$ cat src/sv/tti_pkg.sv
// Shared types, constants and helpers for the trajectory time interpolator.
// No dependencies; the core, divider, sequencer, datapath and testbench import it.
`default_nettype none
package tti_pkg;

  localparam int TABLE_DEPTH = 1024;
  localparam int ADDR_W      = $clog2(TABLE_DEPTH);
  localparam int CNT_W       = ADDR_W + 1;
  localparam int MU_BITS     = 24;
  localparam int DIV_N       = 64;
  localparam int DIV_CNT_W   = $clog2(DIV_N);

  localparam logic signed [17:0] YAW_PI     = 18'sd25736;
  localparam logic signed [17:0] YAW_TWO_PI = 18'sd51472;

  localparam logic OP_WRITE = 1'b0;
  localparam logic OP_QUERY = 1'b1;

  typedef struct packed {
    logic [31:0] x;
    logic [31:0] y;
    logic [15:0] yaw;
    logic [31:0] t;
  } pose_t;

  typedef enum logic [2:0] {
    RD_LAST, RD_ZERO, RD_MID, RD_PREV, RD_CUR
  } rd_sel_t;

  typedef enum logic [1:0] {
    DS_MU, DS_VX, DS_VY, DS_VYAW
  } div_sel_t;

  typedef enum logic [1:0] {
    EM_ZERO, EM_POSE, EM_INTERP
  } emit_kind_t;

  typedef struct packed {
    logic       in_ready;
    logic       rd_en;
    rd_sel_t    rd_sel;
    logic       cap0;
    logic       cap1;
    logic       srch_init;
    logic       srch_step;
    logic       div_start;
    div_sel_t   div_sel;
    logic       mul_en;
    logic       emit;
    emit_kind_t emit_kind;
  } cmd_t;

  typedef struct packed {
    logic in_valid;
    logic in_op;
    logic count_zero;
    logic tau_neg;
    logic ge_last;
    logic le_first;
    logic srch_done;
    logic num_le0;
    logic div_busy;
    logic div_done;
    logic out_free;
  } stat_t;

  // Map a heading to [-pi, pi) in Q13; input stays within two turns of range
  function automatic logic signed [15:0] wrap_yaw(input logic signed [17:0] v);
    logic signed [17:0] r;
    r = v;
    for (int k = 0; k < 2; k++) begin
      if (r >= YAW_PI) begin
        r = r - YAW_TWO_PI;
      end else if (r < -YAW_PI) begin
        r = r + YAW_TWO_PI;
      end
    end
    return r[15:0];
  endfunction

  // Clamp to the signed 32-bit range
  function automatic logic [31:0] sat32(input logic signed [63:0] v);
    logic [31:0] r;
    if (v > 64'sd2147483647) begin
      r = 32'h7FFF_FFFF;
    end else if (v < -64'sd2147483648) begin
      r = 32'h8000_0000;
    end else begin
      r = v[31:0];
    end
    return r;
  endfunction

endpackage
`default_nettype wire

$ cat src/sv/tti_ctrl.sv
// Query sequencer: clamp checks, binary search steps, divide and multiply order.
// Depends on tti_pkg; drives tti_dp through cmd_t and reads stat_t.
`default_nettype none
module tti_ctrl (
  input  wire logic           clk,
  input  wire logic           rst_n,
  input  wire tti_pkg::stat_t st,
  output tti_pkg::cmd_t       cmd
);
  import tti_pkg::*;

  typedef enum logic [14:0] {
    S_IDLE  = 15'b000000000000001,
    S_QST   = 15'b000000000000010,
    S_RDL   = 15'b000000000000100,
    S_CHKL  = 15'b000000000001000,
    S_RD0   = 15'b000000000010000,
    S_CHK0  = 15'b000000000100000,
    S_SRD   = 15'b000000001000000,
    S_SCMP  = 15'b000000010000000,
    S_RDP   = 15'b000000100000000,
    S_RDC   = 15'b000001000000000,
    S_CHKC  = 15'b000010000000000,
    S_DIVS  = 15'b000100000000000,
    S_DIVW  = 15'b001000000000000,
    S_MUL   = 15'b010000000000000,
    S_EMIT  = 15'b100000000000000
  } state_t;

  state_t     state_r, state_nxt;
  div_sel_t   sel_r, sel_nxt;
  emit_kind_t kind_r, kind_nxt;

  always_ff @(posedge clk) begin
    if (!rst_n) begin
      state_r <= S_IDLE;
      sel_r   <= DS_MU;
      kind_r  <= EM_ZERO;
    end else begin
      state_r <= state_nxt;
      sel_r   <= sel_nxt;
      kind_r  <= kind_nxt;
    end
  end

  // Next state and commands
  always_comb begin
    state_nxt     = state_r;
    sel_nxt       = sel_r;
    kind_nxt      = kind_r;
    cmd           = '0;
    cmd.rd_sel    = RD_ZERO;
    cmd.div_sel   = sel_r;
    cmd.emit_kind = kind_r;
    case (state_r)
      S_IDLE: begin
        cmd.in_ready = 1'b1;
        if (st.in_valid && st.in_op == OP_QUERY) begin
          state_nxt = S_QST;
        end
      end
      S_QST: begin
        if (st.count_zero) begin
          kind_nxt  = EM_ZERO;
          state_nxt = S_EMIT;
        end else if (st.tau_neg) begin
          state_nxt = S_RD0;
        end else begin
          state_nxt = S_RDL;
        end
      end
      S_RDL: begin
        cmd.rd_en  = 1'b1;
        cmd.rd_sel = RD_LAST;
        state_nxt  = S_CHKL;
      end
      S_CHKL: begin
        cmd.cap0 = 1'b1;
        if (st.ge_last) begin
          kind_nxt  = EM_POSE;
          state_nxt = S_EMIT;
        end else begin
          state_nxt = S_RD0;
        end
      end
      S_RD0: begin
        cmd.rd_en  = 1'b1;
        cmd.rd_sel = RD_ZERO;
        state_nxt  = S_CHK0;
      end
      S_CHK0: begin
        cmd.cap0 = 1'b1;
        if (st.tau_neg || st.le_first) begin
          kind_nxt  = EM_POSE;
          state_nxt = S_EMIT;
        end else begin
          cmd.srch_init = 1'b1;
          state_nxt     = S_SRD;
        end
      end
      S_SRD: begin
        if (st.srch_done) begin
          state_nxt = S_RDP;
        end else begin
          cmd.rd_en  = 1'b1;
          cmd.rd_sel = RD_MID;
          state_nxt  = S_SCMP;
        end
      end
      S_SCMP: begin
        cmd.srch_step = 1'b1;
        state_nxt     = S_SRD;
      end
      S_RDP: begin
        cmd.rd_en  = 1'b1;
        cmd.rd_sel = RD_PREV;
        state_nxt  = S_RDC;
      end
      S_RDC: begin
        cmd.cap0   = 1'b1;
        cmd.rd_en  = 1'b1;
        cmd.rd_sel = RD_CUR;
        state_nxt  = S_CHKC;
      end
      S_CHKC: begin
        cmd.cap1 = 1'b1;
        if (st.num_le0) begin
          kind_nxt  = EM_POSE;
          state_nxt = S_EMIT;
        end else begin
          sel_nxt   = DS_MU;
          state_nxt = S_DIVS;
        end
      end
      S_DIVS: begin
        cmd.div_start = 1'b1;
        state_nxt     = S_DIVW;
      end
      S_DIVW: begin
        if (st.div_done) begin
          case (sel_r)
            DS_MU:   state_nxt = S_MUL;
            DS_VX: begin
              sel_nxt   = DS_VY;
              state_nxt = S_DIVS;
            end
            DS_VY: begin
              sel_nxt   = DS_VYAW;
              state_nxt = S_DIVS;
            end
            default: begin
              kind_nxt  = EM_INTERP;
              state_nxt = S_EMIT;
            end
          endcase
        end
      end
      S_MUL: begin
        cmd.mul_en = 1'b1;
        sel_nxt    = DS_VX;
        state_nxt  = S_DIVS;
      end
      S_EMIT: begin
        if (st.out_free) begin
          cmd.emit  = 1'b1;
          state_nxt = S_IDLE;
        end
      end
      default: state_nxt = S_IDLE;
    endcase
  end

`ifndef SYNTHESIS
  a_emit_free: assert property (@(posedge clk) disable iff (!rst_n)
    cmd.emit |-> st.out_free) else $error("result emitted into a full register");
  a_query_blocks: assert property (@(posedge clk) disable iff (!rst_n)
    (cmd.in_ready && st.in_valid && st.in_op == OP_QUERY) |=> !cmd.in_ready)
    else $error("input taken while a query is running");
  a_div_idle: assert property (@(posedge clk) disable iff (!rst_n)
    cmd.div_start |-> !st.div_busy) else $error("divider restarted while busy");
`endif

endmodule
`default_nettype wire

$ cat config.mk
export PLATFORM = sky130hd
export DESIGN_NAME = tti_ctrl
export DESIGN_NICKNAME = d
export VERILOG_FILES = /design/src/sv/tti_pkg.sv /design/src/sv/tti_ctrl.sv
export SDC_FILE = /design/constraint.sdc
export NUM_CORES = 1
export LEC_CHECK = 0
export ABC_AREA = 1
export BUFFER_PORTS_ARGS = -buffer_cell sky130_fd_sc_hd__buf_2
export CORE_ASPECT_RATIO = 0.6
export CORE_MARGIN = 4
export CORE_UTILIZATION = 40
export DETAILED_ROUTE_END_ITERATION = 8
export GPL_TIMING_DRIVEN = 0
export PLACE_DENSITY = 0.71
export SLEW_MARGIN = 20
export SYNTH_ARGS = -nofsm -noshare
export SYNTH_HDL_FRONTEND = slang
export SYNTH_SLANG_ARGS = --single-unit
$ cat constraint.sdc
create_clock -name clk -period 1.4 [get_ports clk]
set_input_delay 0.07 -clock clk [delete_from_list [all_inputs] [get_ports clk]]
set_output_delay 0.07 -clock clk [all_outputs]
set_load 0.01 [all_outputs]
* Yosys cells after proc, flatten, opt, wreduce, memory -nomap -nowiden *
Cells that the tools add are included.

word-level totals
  bits in registers = 19
  input bits = 13
  output and inout port bits = 16
  word-level logic and storage cells = 75

cells by class
  equal/unequal tests = 27
  mux-type cells = 34
  reductions and logical operators = 11

operator list
  kind                                                   count
  case mux 15 bit (15 select lines)                      1
  two-way mux 15 bit                                     7
  case mux 15 bit (2 select lines)                       1
  case mux 4 bit (5 select lines)                        1
  inequality test 2 bit, second input constant           9
  two-way mux 2 bit                                      8
  equality test 15 x 1 -> 1 bit, second input constant   1
  equality test 15 x 10 -> 1 bit, second input constant  1
  equality test 15 x 11 -> 1 bit, second input constant  1
  equality test 15 x 12 -> 1 bit, second input constant  1
  equality test 15 x 13 -> 1 bit, second input constant  1
  equality test 15 x 14 -> 1 bit, second input constant  1
  equality test 15 bit, second input constant            1
  equality test 15 x 2 -> 1 bit, second input constant   1
  equality test 15 x 3 -> 1 bit, second input constant   1
  equality test 15 x 4 -> 1 bit, second input constant   1
  equality test 15 x 5 -> 1 bit, second input constant   1
  equality test 15 x 6 -> 1 bit, second input constant   1
  equality test 15 x 7 -> 1 bit, second input constant   1
  equality test 15 x 8 -> 1 bit, second input constant   1
  equality test 15 x 9 -> 1 bit, second input constant   1
  two-way mux 1 bit                                      10
  case mux 2 bit (5 select lines)                        1
  two-way mux 9 bit                                      1
  other kinds (17)                                       18

* Depth between registers and ports, before layout *
  depth in word-level cells = 5
  mapped depth = 13
  depth with buffers taken out = 13

* Worst setup path before layout *
No wires, ideal clock.

  kind = register to register
  start = register state_r[4]
  end = register state_r[0]
  library setup time = 112 ps
  data arrival time = 1247 ps
  required time = 1288 ps
  slack = 41 ps
  stages on the path, launching flop included = 13
  path buffers = 0
  period minus slack after synthesis = 1359 ps
  path through = dfxtp_1 -> nor2_4 -> nand2_4 -> nor2_8 -> nand2_2 -> nand2_1 -> inv_1 -> nand2_1 -> nor2_1 -> nand2_1 -> nand2_1 -> nand2_1 -> nand2_1

on the way
  word-level cells in the longest chain between the ends = 3
  elaborated cells between the ends (all ways) = 20
  classes of those cells = eq/ne: 18; mux: 1; reduce/logical: 1

RTL lines
  what                                                         line            source
  from (decl)                                                  tti_ctrl.sv:30  state_t state_r, state_nxt;
  from (signal assigned)                                       tti_ctrl.sv:40  state_r <= state_nxt;
  equality test 15 x 1 -> 1 bit, or another cell as far along  tti_ctrl.sv:55  case (state_r)
  inequality test 2 bit (no line)                              -
  AND reduction 3 bit (no line)                                -

Several ways; a longest one is shown, not always the timed one.
A chain may end at the register's enable or synchronous reset.

==> metrics <==
top-area cell type share of the netlist area 28.8%; final setup margin -254 ps; Adder-Cell Fraction of Synth Area between 2 and 3%; Compound-Gate Fraction of Synth Area 3.03%; Seq/Total Area, Yosys 28.8%; PD cells 600 nW/um2; Site Rows 15; synthesized area around 1300 um2; fin cells 298; first-pass GRT wire length 6110 um; Clk network pwr share 33.5%; failing checks setup timing; P_leak 1.04 nW; combinational family with the most area after synthesis simple AND/OR/NAND/NOR gates; max_slew headroom 62.6%; Seq pwr share between 40% and 50%; clock slew at reported path FFs 80 ps; f_max 0.604 GHz; period utilisation layout 118%; total number of yosys warnings 0; vias in the first global route 1,317; TritonCTS Sinks 19; largest net degree at the start of global routing 12; DIE WIDTH 82.2 um; critical-path cell list nor2_4 -> nand2_4 -> nor2_8 -> nand2_2 -> nand2_1 -> inv_2 -> o211ai_1 -> buf_2; routed wire length per instance 13.0 um; syn avg cell area 6.47 um2; Final Skew between 10 and 15 ps; die area ~4300 um2; WHS Path Cells 2; P_int 0.845 mW; Design Power 1.19 mW; hpwl dp 2540 um; Hold Vio Cnt, Final 0; initial antenna violation count 0; aggregate global routing overflow 0; simple-gate portion of the synthesized area 53.7%; Top FF cell, synth dfxtp_1; hold endpoint state_r[2]$_SDFFE_PN0P_; Boundary Pins 29; CP arrival 1580 ps; Synth top cells by count nand2_1, nor2_1, inv_1; CP max stage delay between 300 and 400 ps; TritonCTS buffer count 3; sequential cell area 394 um2; GR Layer Usage met1 roughly a quarter; RePlAce Congestion 0.852; Tightest Pin Transition 562 ps; WP data required roughly 1300 ps; Reg-to-Reg End state_r[13]$_SDFFE_PN0P_; switching share of power 29.0%; proportion of synthesized area in mux cells 0%; Worst-Skew Late Latency 270 ps; Inserted Diodes 0; Reg2Reg Depth 11; status finished with violations; Die Ht around 52 um; post-route ant nets 0; Crit Path Category register to output port; min Tclk post-route 1650 ps; Routed WL 3870 um; Vias 1,410; min-delay src st[7]; M2 GR Usage 31.4%; Multi-input gate area 962 um2; Post-Route Setup TNS -3640 ps; initial DRC count 60; CP max FO 6; Cell variety after synth 27; Psw 0.346 mW; Area contributors post-synth dfxtp_1, nand2_1, nor2_1; R2R Setup Slk -230 ps; Max-Cap Viols 0; worst r2r src state_r[6]$_SDFFE_PN0P_; Slew Limit Fails 0; unrepaired setup endpoints after global routing yes; Initial Util 44.0%; Total GRT Usage a little under a fifth; Hold Crit Class input pin to register; core outline area 3000 um2; worst vdd ir 0.480 mV; placed cells 272; vias per std cell about 4.7; Critical Path Sink Type output port; syn nets 220; Pre-antenna DRT Iters 4; clk buf depth 2; layout cell share with drive strength beyond 1 about half; area delta synth->final 50.3%; Port Buffers 26; Setup crit start kind register; final instance area 1980 um2; Post-synth EDFFs 0; residual DRC count 0; setup violators final 21; Post-DP Area ~1500 um2; Comb pwr share between 10% and 20%; XOR/XNOR Fraction of Synth Area 0%; most common cell in the netlist nand2_1; CTS tree built; busiest grt layer met2; # fillers 258; Post-synth ARST share 0%; Syn Inst Count 204; Max H-tree Level 1; clock root buffer clkbuf_8; #FFs+latches synth 19; utilization after layout 66.1%; Max stage delay cell, worst path dfxtp_1; area leader, netlist dfxtp_1; NumNets Final 273; global routing met3 resource utilization 4.30%
## worst max-delay path by stage
| stage | start | depth (start not counted) | slack (ps) | end |
|---|---|---|---|---|
| 5_1_grt | state_r[6]$_SDFFE_PN0P_ | 11 | -330 | state_r[13]$_SDFFE_PN0P_ |
| 4_1_cts | state_r[11]$_SDFFE_PN0P_ | 13 | -200 | kind_r[0]$_SDFFE_PN0P_ |
| 6_report | state_r[6]$_SDFFE_PN0P_ | 8 | -250 | cmd[11] |
| 2_1_floorplan | state_r[4]$_SDFFE_PN0P_ | 12 | 40 | state_r[0]$_SDFFE_PN1P_ |
| 3_3_place_gp | state_r[9]$_SDFFE_PN0P_ | 12 | -180 | state_r[0]$_SDFFE_PN1P_ |
| 3_5_place_dp | state_r[9]$_SDFFE_PN0P_ | 12 | -210 | state_r[0]$_SDFFE_PN1P_ |
## metal layers
metal / vias up / wire (um) / share of wire (%)
met2: 49 / 1770 / 46
li1: 723 / - / -
met4: 0 / 24 / 0.62
met5: - / 0 / 0
met1: 634 / 1770 / 46
met3: 4 / 306 / 7.9
## placed cells by master (no fill, tap or decap)
| master | instances |
|---|---|
| a21oi_1 | 4 |
| nor2_2 | 7 |
| or2_4 | 1 |
| inv_1 | 29 |
| nor3_2 | 1 |
| nand2_4 | 6 |
| buf_6 | 14 |
| buf_12 | 1 |
| nand3b_4 | 1 |
| dfxtp_1 | 10 |
| nor2_8 | 1 |
| ha_1 | 3 |
| a21oi_2 | 1 |
| nand3_4 | 3 |
| nand4_2 | 1 |
| clkbuf_1 | 1 |
| clkinv_2 | 1 |
| nor4_1 | 1 |
| clkbuf_8 | 3 |
| nor3_1 | 1 |
| nand2_2 | 16 |
| nand3_1 | 9 |
| inv_2 | 6 |
| nand2_8 | 2 |
| dfxtp_4 | 1 |
| inv_6 | 1 |
| or2_2 | 1 |
| nor2_4 | 12 |
| nand3_2 | 3 |
| o211ai_1 | 1 |
| nor3b_2 | 1 |
| nand2_1 | 35 |
| nor2_1 | 34 |
| nand4_1 | 1 |
| buf_4 | 15 |
| buf_2 | 19 |
| o21a_1 | 1 |
| dfxtp_2 | 8 |
## stage by stage
step	worst slack (ps)	hold WS, ps
2_1_floorplan	41.1	149
3_3_place_gp	-176	277
3_5_place_dp	-208	278
4_1_cts	-204	3.26
5_1_grt	-328	6.00
6_report	-254	11.5
## critical path, delay by kind of cell, from the launching register on
family,cells,cell delay [ps]
AOI/OAI and AO/OA,1,90
buffers and inverters,2,220
DFF,1,370
and+or+nand+nor,5,640
## power by group through the flow
stage / Combinational, mW / Sequential [mW] / Clock, mW
after floorplan: 0.115 / 0.572 / 0
after global placement: 0.160 / 0.571 / 0
after detailed placement: 0.160 / 0.572 / 0
after CTS: 0.209 / 0.559 / 0.408
after global routing: 0.256 / 0.561 / 0.435
final: 0.233 / 0.559 / 0.399
## state kept, by name (all words and copies together) (netlist names)
signal,flops
state_r,15
kind_r,2
sel_r,2
## what timing repair did
item / 4_1_cts / 5_1_grt
hold buffers: 0 / 0
gates resized for setup: 44 / 29
hold endpoints to repair: 0 / 0
cloned: 0 / 0
buffers inserted: 21 / 1
endpoints found under the setup margin: 22 / 23
pin swaps: 20 / 7
## kinds of logic after synthesis
kind of cell | Yosys count
AOI/OAI and AO/OA | 7
DFF | 19
and+or+nand+nor | 137
adders and majority gates | 3
buffers and inverters | 38
## cell type report
| cell class | instances | area share, % |
|---|---|---|
| Clock inverter | 1 | 0.252 |
| Multi-Input combinational cell | 147 | 48.5 |
| Buffer | 2 | 0.757 |
| Clock buffer | 3 | 2.08 |
| Sequential cell | 19 | 19.9 |
| Inverter | 36 | 7.06 |
| Timing Repair Buffer | 48 | 18.9 |
| Tap cell | 42 | 2.65 |
Power figures use the tool's default switching activity.
